`config.mk`:
```
export PLATFORM = sky130hd
export DESIGN_NAME = roman_numeral_encoder
export DESIGN_NICKNAME = d
export VERILOG_FILES = /design/src/hw/rtl/rne_pkg.sv /design/src/hw/rtl/roman_numeral_encoder.sv /design/src/hw/rtl/rne_dp.sv /design/src/hw/rtl/rne_ctrl.sv
export SDC_FILE = /design/constraint.sdc
export NUM_CORES = 1
export LEC_CHECK = 0
export BUFFER_PORTS_ARGS = -buffer_cell sky130_fd_sc_hd__buf_2
export CAP_MARGIN = 10
export CORE_MARGIN = 5
export CORE_UTILIZATION = 55
export CTS_CLUSTER_DIAMETER = 30
export DETAILED_ROUTE_END_ITERATION = 6
export PLACE_DENSITY = 0.83
export SYNTH_ARGS = -nofsm -noshare
export SYNTH_HDL_FRONTEND = slang
export SYNTH_SLANG_ARGS = --single-unit
```
`constraint.sdc`:
```
create_clock -name clk -period 5.22 [get_ports clk]
set_input_delay 0.522 -clock clk [delete_from_list [all_inputs] [get_ports clk]]
set_output_delay 0.522 -clock clk [all_outputs]
set_load 0.02 [all_outputs]
```
`src/hw/rtl/rne_pkg.sv`:
```
// ----------------------------------------------------------------------------
// rne_pkg
// Shared types, constants and numeral tables for the roman numeral encoder.
// ----------------------------------------------------------------------------
package rne_pkg;

  localparam int unsigned ValueW   = 16;
  localparam int unsigned RemW     = 12;
  localparam int unsigned SymbolW  = 8;
  localparam int unsigned NumSyms  = 13;
  localparam int unsigned SymIdxW  = $clog2(NumSyms);
  localparam int unsigned WeightW  = 10;
  localparam logic [ValueW-1:0] LimitValue = ValueW'(4000);

  localparam logic [SymbolW-1:0] ChM    = 8'h4D;
  localparam logic [SymbolW-1:0] ChD    = 8'h44;
  localparam logic [SymbolW-1:0] ChC    = 8'h43;
  localparam logic [SymbolW-1:0] ChL    = 8'h4C;
  localparam logic [SymbolW-1:0] ChX    = 8'h58;
  localparam logic [SymbolW-1:0] ChV    = 8'h56;
  localparam logic [SymbolW-1:0] ChI    = 8'h49;
  localparam logic [SymbolW-1:0] ChNone = 8'h00;

  typedef enum logic [0:0] {
    ST_IDLE,
    ST_EMIT
  } state_t;

  // controller to datapath
  typedef struct packed {
    logic load;
    logic step;
  } rne_cmd_t;

  // datapath to controller
  typedef struct packed {
    logic free;  // output stage can take a new item this cycle
    logic fin;   // the item produced on a step now is the final one
  } rne_sts_t;

  // one table entry: weight, first letter, optional second letter
  typedef struct packed {
    logic [WeightW-1:0] weight;
    logic [SymbolW-1:0] first;
    logic [SymbolW-1:0] second;
    logic               pair;
  } rne_sym_t;

  // greedy table, largest weight first
  function automatic rne_sym_t rne_sym(input logic [SymIdxW-1:0] idx);
    rne_sym_t s;
    case (idx)
      4'd0:    s = '{WeightW'(1000), ChM, ChNone, 1'b0};
      4'd1:    s = '{WeightW'(900),  ChC, ChM,    1'b1};
      4'd2:    s = '{WeightW'(500),  ChD, ChNone, 1'b0};
      4'd3:    s = '{WeightW'(400),  ChC, ChD,    1'b1};
      4'd4:    s = '{WeightW'(100),  ChC, ChNone, 1'b0};
      4'd5:    s = '{WeightW'(90),   ChX, ChC,    1'b1};
      4'd6:    s = '{WeightW'(50),   ChL, ChNone, 1'b0};
      4'd7:    s = '{WeightW'(40),   ChX, ChL,    1'b1};
      4'd8:    s = '{WeightW'(10),   ChX, ChNone, 1'b0};
      4'd9:    s = '{WeightW'(9),    ChI, ChX,    1'b1};
      4'd10:   s = '{WeightW'(5),    ChV, ChNone, 1'b0};
      4'd11:   s = '{WeightW'(4),    ChI, ChV,    1'b1};
      4'd12:   s = '{WeightW'(1),    ChI, ChNone, 1'b0};
      default: s = '{WeightW'(1),    ChI, ChNone, 1'b0};
    endcase
    return s;
  endfunction

endpackage

```
`src/hw/rtl/roman_numeral_encoder.sv`:
```
// ----------------------------------------------------------------------------
// roman_numeral_encoder
// Turns a value of 1..3999 into its Roman numeral, one ASCII letter per item.
// ----------------------------------------------------------------------------
// after a load, the first letter enters the output register once the output is free
// throughput: one letter per cycle while the output is free, up to 15 letters
//   per value; a new value is taken only once the last letter of the previous
//   one has entered the output register
// the greedy weight table is searched combinationally for each letter
// reset: synchronous active-low rst_n clears controller and output valid
module roman_numeral_encoder
  import rne_pkg::*;
(
  input  logic               clk,
  input  logic               rst_n,
  input  logic               in_tvalid,
  output logic               in_tready,
  input  logic [ValueW-1:0]  in_tdata,    // [15:0] value
  output logic               out_tvalid,
  input  logic               out_tready,
  output logic [SymbolW-1:0] out_tdata,   // [7:0] symbol
  output logic               out_tlast,
  output logic               out_tuser    // [0] invalid
);

  rne_cmd_t cmd;
  rne_sts_t sts;

  rne_ctrl u_ctrl (
    .clk       (clk),
    .rst_n     (rst_n),
    .in_tvalid (in_tvalid),
    .in_tready (in_tready),
    .cmd       (cmd),
    .sts       (sts)
  );

  rne_dp u_dp (
    .clk        (clk),
    .rst_n      (rst_n),
    .cmd        (cmd),
    .sts        (sts),
    .value      (in_tdata),
    .out_tvalid (out_tvalid),
    .out_tready (out_tready),
    .out_tdata  (out_tdata),
    .out_tlast  (out_tlast),
    .out_tuser  (out_tuser)
  );

  // an invalid item is always a lone letterless final item
  a_invalid_alone : assert property (@(posedge clk) disable iff (!rst_n)
    out_tvalid && out_tuser |-> out_tlast && (out_tdata == ChNone))
    else $error("invalid item not marked last or carries a letter");

  // a taken value keeps the input closed for at least the next cycle
  a_busy_after_load : assert property (@(posedge clk) disable iff (!rst_n)
    in_tvalid && in_tready |=> !in_tready)
    else $error("input reopened right after a value was taken");

  // every value yields at least one item before the input reopens
  a_result_follows : assert property (@(posedge clk) disable iff (!rst_n)
    in_tvalid && in_tready |=> ##1 out_tvalid)
    else $error("no item produced after a value was taken");

endmodule

```
`src/hw/rtl/rne_dp.sv`:
```
// ----------------------------------------------------------------------------
// rne_dp
// Datapath: remaining value, pending second letter and output register.
// ----------------------------------------------------------------------------
module rne_dp
  import rne_pkg::*;
(
  input  logic               clk,
  input  logic               rst_n,
  input  rne_cmd_t           cmd,
  output rne_sts_t           sts,
  input  logic [ValueW-1:0]  value,
  output logic               out_tvalid,
  input  logic               out_tready,
  output logic [SymbolW-1:0] out_tdata,   // [7:0] symbol
  output logic               out_tlast,
  output logic               out_tuser    // [0] invalid
);

  logic [RemW-1:0]    rem_r, rem_nxt;
  logic               bad_r, bad_nxt;
  logic               pend_r, pend_nxt;
  logic [SymbolW-1:0] pend_ch_r, pend_ch_nxt;
  logic               vld_r, vld_nxt;
  logic [SymbolW-1:0] sym_r, sym_nxt;
  logic               last_r, last_nxt;
  logic               inv_r, inv_nxt;

  logic [SymIdxW-1:0] sel;
  rne_sym_t           cand;
  rne_sym_t           ent;
  logic [RemW-1:0]    rem_sub;
  logic               fin;

  // pick the largest weight that still fits
  always_comb begin
    sel  = SymIdxW'(NumSyms - 1);
    cand = rne_sym(SymIdxW'(NumSyms - 1));
    for (int k = NumSyms - 1; k >= 0; k--) begin
      cand = rne_sym(SymIdxW'(k));
      if (rem_r >= {{(RemW-WeightW){1'b0}}, cand.weight}) begin
        sel = SymIdxW'(k);
      end
    end
  end

  assign ent     = rne_sym(sel);
  assign rem_sub = rem_r - {{(RemW-WeightW){1'b0}}, ent.weight};

  always_comb begin
    if (bad_r) begin
      fin = 1'b1;
    end else if (pend_r) begin
      fin = (rem_r == '0);
    end else begin
      fin = (rem_sub == '0) && !ent.pair;
    end
  end

  assign sts.free = !vld_r || out_tready;
  assign sts.fin  = fin;

  always_comb begin
    rem_nxt     = rem_r;
    bad_nxt     = bad_r;
    pend_nxt    = pend_r;
    pend_ch_nxt = pend_ch_r;
    vld_nxt     = vld_r && !out_tready;
    sym_nxt     = sym_r;
    last_nxt    = last_r;
    inv_nxt     = inv_r;
    if (cmd.load) begin
      rem_nxt  = value[RemW-1:0];
      bad_nxt  = (value == '0) || (value >= LimitValue);
      pend_nxt = 1'b0;
    end else if (cmd.step) begin
      vld_nxt  = 1'b1;
      last_nxt = fin;
      if (bad_r) begin
        sym_nxt = ChNone;
        inv_nxt = 1'b1;
      end else if (pend_r) begin
        sym_nxt  = pend_ch_r;
        inv_nxt  = 1'b0;
        pend_nxt = 1'b0;
      end else begin
        sym_nxt     = ent.first;
        inv_nxt     = 1'b0;
        rem_nxt     = rem_sub;
        pend_nxt    = ent.pair;
        pend_ch_nxt = ent.second;
      end
    end
  end

  always_ff @(posedge clk) begin
    if (!rst_n) begin
      rem_r  <= '0;
      bad_r  <= 1'b0;
      pend_r <= 1'b0;
      vld_r  <= 1'b0;
    end else begin
      rem_r  <= rem_nxt;
      bad_r  <= bad_nxt;
      pend_r <= pend_nxt;
      vld_r  <= vld_nxt;
    end
  end

  always_ff @(posedge clk) begin
    pend_ch_r <= pend_ch_nxt;
    sym_r     <= sym_nxt;
    last_r    <= last_nxt;
    inv_r     <= inv_nxt;
  end

  assign out_tvalid = vld_r;
  assign out_tdata  = sym_r;
  assign out_tlast  = last_r;
  assign out_tuser  = inv_r;

endmodule

```
`src/hw/rtl/rne_ctrl.sv`:
```
// ----------------------------------------------------------------------------
// rne_ctrl
// Controller: takes a value, then steps out one letter per free output slot.
// ----------------------------------------------------------------------------
module rne_ctrl
  import rne_pkg::*;
(
  input  logic     clk,
  input  logic     rst_n,
  input  logic     in_tvalid,
  output logic     in_tready,
  output rne_cmd_t cmd,
  input  rne_sts_t sts
);

  state_t state_r, state_nxt;

  always_ff @(posedge clk) begin
    if (!rst_n) begin
      state_r <= ST_IDLE;
    end else begin
      state_r <= state_nxt;
    end
  end

  always_comb begin
    state_nxt = state_r;
    in_tready = 1'b0;
    cmd       = '0;
    case (state_r)
      ST_IDLE: begin
        in_tready = 1'b1;
        if (in_tvalid) begin
          cmd.load  = 1'b1;
          state_nxt = ST_EMIT;
        end
      end
      ST_EMIT: begin
        if (sts.free) begin
          cmd.step = 1'b1;
          if (sts.fin) begin
            state_nxt = ST_IDLE;
          end
        end
      end
      default: begin
        state_nxt = ST_IDLE;
      end
    endcase
  end

endmodule
```
==> PnR_summary.wiki <==
{| class="wikitable"
! Metric !! Value
|-
| Worst Path Required || 5.39 ns
|-
| Routability cong. || 0.978
|-
| CP Data Arrival Time || 5.04 ns
|-
| Area share of and/or/nand/nor cells after synthesis || 0.230
|-
| Global-route wire length before repair || 11,300 µm
|-
| Number of hold violations in the final report || 0
|-
| Worst slew margin relative to its limit || 0.339
|-
| Largest voltage drop on the vdd net || 0.000322 V
|-
| Share of layout cells above drive strength 1 || 0.166
|-
| Count of max-cap constraint violations || 0
|-
| Setup slack of the most critical reg-to-reg path || 0.34 ns
|-
| Skew-Pair Late Insertion Delay || 0.28 ns
|-
| Share of the yosys chip area belonging to registers || 0.296
|-
| Endpoint class of the critical path || register
|-
| Post-Route Setup TNS || 0 ns
|-
| Final max-slew violation count || 0
|-
| Share of the synthesized area in the top cell type || 0.168
|-
| TritonCTS Sinks || 30
|-
| Deepest clock path buffer count || 2
|-
| Die footprint || 6000 µm²
|-
| Routed wire length || 6720 µm
|-
| Total overflow reported by the global router || 0
|-
| Post-Synthesis Cells || 300
|-
| Largest clock skew in the final design || 0.00614 ns
|-
| Leakage power || 0.00116 µW
|-
| Area contributors post-synth || sky130_fd_sc_hd__edfxtp_1 (17%), sky130_fd_sc_hd__dfxtp_1 (13%), sky130_fd_sc_hd__ha_1 (8.0%)
|-
| Distinct cells, synth || 63
|-
| Xor/xnor share of the synthesized area || 0.0175
|-
| Adder-cell area share of the yosys netlist || 0.0879
|-
| CTS Hold Bufs || 0
|-
| Minimum period implied by the final worst setup slack || 4.88 ns
|-
| Netlist area before placement || 2500 µm²
|-
| Final setup vio count || 0
|-
| Fraction of registers with async set or reset after synthesis || 0
|-
| Final clock period utilization by the worst path || 0.934
|-
| Final antenna diode count || 0
|-
| DPL Wire Length || 5060 µm
|-
| Min-delay worst type || register to register
|-
| Aggregate global-route resource usage || 0.228
|-
| Post-Syn Area per Cell || 8.35 µm²
|-
| Die W || 77.5 µm
|-
| Total via count in the routed design || 2,485
|-
| Number of buffers inserted during clock tree synthesis || 5
|-
| Synthesized flop and latch total || 30
|-
| Count of input and output buffers || 29
|-
| Area leader, netlist || sky130_fd_sc_hd__edfxtp_1
|-
| DRC violations left || 0
|-
| Post-detailed-route count of antenna-violating nets || 0
|-
| Area growth, synth to finish || 10.9%
|-
| Number of detailed-routing iterations run before antenna repair || 7
|-
| Overall power || 1590 µW
|-
| Max Freq || 205 MHz
|-
| Boundary Pins || 32
|-
| H-tree depth || 2
|-
| Maximum number of pins on one net before global-route repair || 17
|-
| CTS tree || yes
|-
| Clock Root Buffer || sky130_fd_sc_hd__clkbuf_8
|-
| Run status || finished, final reports clean
|-
| EDFF count, synth || 14
|-
| Crit start category || register
|-
| Compound-gate portion of the synthesized area || 0.293
|-
| Routed vias/inst || 6.57
|-
| Clock input transition at the sequential cells of the worst setup and hold paths || 0.07 ns
|-
| Actual slew at the worst max-slew pin || 0.987 ns
|-
| Core footprint || 4380 µm²
|-
| Placement Rows || 24
|-
| RSZ-0062 raised after global routing || false
|-
| Final net count || 362
|-
| Main combinational cell family by area after synthesis || compound AO/OA/AOI/OAI gates
|-
| Initial antenna violation count || 0
|-
| Number of global-route vias before repair || 2,308
|-
| Syn. warnings || 0
|-
| Number of DRC markers in iteration 0 || 217
|-
| Initial cell density of the core || 0.571
|-
| Die height || 77.5 µm
|-
| Post-synthesis mux area share || 0.0165
|-
| Setup Crit Path Kind || register to register
|-
| Top flip-flop cell by instance count after synthesis || sky130_fd_sc_hd__dfxtp_1
|-
| Detailed-route wire length per cell || 17.8 µm
|-
| Power density normalized to cell area || 574 nW/µm²
|-
| Worst Path Max Fanout || 11
|}
timing repair:
item	4_1_cts	5_1_grt
setup buffers	0	0
setup endpoints to repair	0	2
gates resized for setup	0	1
worst paths after layout:
path                   from         endpoint  cells after the start
max           u_dp.rem_r[5]   u_ctrl.state_r                     17
min          u_ctrl.state_r  u_dp.out_tvalid                      2
max reg2reg   u_dp.rem_r[5]   u_ctrl.state_r                     17
min reg2reg  u_ctrl.state_r  u_dp.out_tvalid                      2
cells by family after synthesis:
| logic type | after synthesis |
|---|---|
| and+or+nand+nor | 107 |
| muxes | 4 |
| DFF | 30 |
| buffers and inverters | 32 |
| xor gates and xnor gates | 5 |
| other | 1 |
| adders and majority gates | 17 |
| AOI/OAI and AO/OA | 104 |
cell usage in the layout (no fill, tap or decap), types with 4 or more instances in the layout:
cell,instances
sky130_fd_sc_hd__o31ai_1,4
sky130_fd_sc_hd__o21ai_0,30
sky130_fd_sc_hd__buf_4,6
sky130_fd_sc_hd__a21oi_1,13
sky130_fd_sc_hd__a21boi_0,4
sky130_fd_sc_hd__nor4_1,5
sky130_fd_sc_hd__buf_2,29
sky130_fd_sc_hd__nor2b_1,7
sky130_fd_sc_hd__clkbuf_8,5
sky130_fd_sc_hd__nand2b_1,4
sky130_fd_sc_hd__and2_1,14
sky130_fd_sc_hd__nand2_1,24
sky130_fd_sc_hd__or3_1,6
sky130_fd_sc_hd__o21a_1,11
sky130_fd_sc_hd__nor3_1,10
sky130_fd_sc_hd__a221oi_1,4
sky130_fd_sc_hd__ha_1,16
sky130_fd_sc_hd__nand3_1,5
sky130_fd_sc_hd__a22oi_1,8
sky130_fd_sc_hd__dfxtp_1,15
sky130_fd_sc_hd__inv_1,14
sky130_fd_sc_hd__nor2_1,16
sky130_fd_sc_hd__edfxtp_1,14
area by class of cell:
type / instances / area [µm²]
multi-input cells: 239 / 1620
fillers: 388 / 1610
flip-flops and latches: 30 / 742
repair buffers: 35 / 190
clock buffers: 6 / 72.6
well taps: 52 / 65.1
inverters: 14 / 52.6
clock inverters: 2 / 33.8
per-stage QoR:
| stage | instances | hold slack, ns | setup WS [ns] | area (µm²) | utilization |
|---|---|---|---|---|---|
| 2_1_floorplan | 301 | 0.497 | 0.928 | 2510 | - |
| 3_3_place_gp | 370 | 0.494 | 0.469 | 2670 | 0.609 |
| 3_5_place_dp | 370 | 0.513 | 0.423 | 2670 | 0.609 |
| 4_1_cts | 378 | 0.522 | 0.369 | 2780 | 0.634 |
| 5_1_grt | 378 | 0.555 | 0.0241 | 2780 | 0.634 |
| 6_report | 378 | 0.514 | 0.344 | 2780 | 0.634 |
cells in the mapped netlist, drive strengths merged (3+ instances only):
cell / number
a31oi: 3
or3: 7
o21ai: 31
o221a: 3
nor4: 5
a22oi: 8
a221oi: 4
a21oi: 13
a21boi: 5
ha: 16
buf: 9
dfxtp: 16
and2: 14
edfxtp: 14
o21a: 11
nand4: 3
inv: 14
mux2i: 3
nor2b: 7
nor2: 16
nor3: 10
nand2: 24
nand2b: 4
xnor2: 3
nand3: 5
or2: 4
clkbuf: 9
o31a: 3
o31ai: 5
routing by layer:
| metal | global-route usage | vias to the layer above | share of wire |
|---|---|---|---|
| li1 | - | 1173 | - |
| met1 | 0.314 | 1160 | 0.43 |
| met2 | 0.352 | 126 | 0.46 |
| met3 | 0.0579 | 26 | 0.089 |
| met4 | 0.0653 | 0 | 0.026 |
| met5 | 0 | - | 0 |
power breakdown:
| part | leakage (µW) | total [µW] | internal, µW | switching (µW) |
|---|---|---|---|---|
| Clock | 0.0000528 | 230 | 141 | 89.1 |
| Combinational | 0.000838 | 1010 | 431 | 575 |
| Sequential | 0.000266 | 359 | 297 | 62.8 |
| Total | 0.00116 | 1590 | 868 | 727 |
registers in the layout, indices dropped and copies added (netlist names):
register / flops
u_dp.rem_r: 12
u_dp.bad_r: 1
u_dp.out_tvalid: 1
u_ctrl.state_r: 1
u_dp.out_tuser: 1
u_dp.out_tdata: 6
u_dp.out_tlast: 1
u_dp.pend_ch_r: 6
u_dp.pend_r: 1
worst max-delay path, stage by stage (launching register included):
cell and delay [ns]:
sky130_fd_sc_hd__dfxtp_1 0.43, sky130_fd_sc_hd__or4_4 0.57, sky130_fd_sc_hd__o21bai_2 0.15, sky130_fd_sc_hd__o21a_1 0.19, sky130_fd_sc_hd__a21boi_0 0.43, sky130_fd_sc_hd__inv_1 0.18
sky130_fd_sc_hd__ha_1 0.34, sky130_fd_sc_hd__nand2_1 0.08, sky130_fd_sc_hd__nand2_1 0.07, sky130_fd_sc_hd__nand2_1 0.08, sky130_fd_sc_hd__ha_1 0.22, sky130_fd_sc_hd__or3_4 0.35
sky130_fd_sc_hd__or4_1 0.43, sky130_fd_sc_hd__o21ai_0 0.23, sky130_fd_sc_hd__mux2i_1 0.27, sky130_fd_sc_hd__nand4_1 0.15, sky130_fd_sc_hd__or3_1 0.35, sky130_fd_sc_hd__o31a_1 0.25
Note: power is estimated with default switching activity, not from simulation.
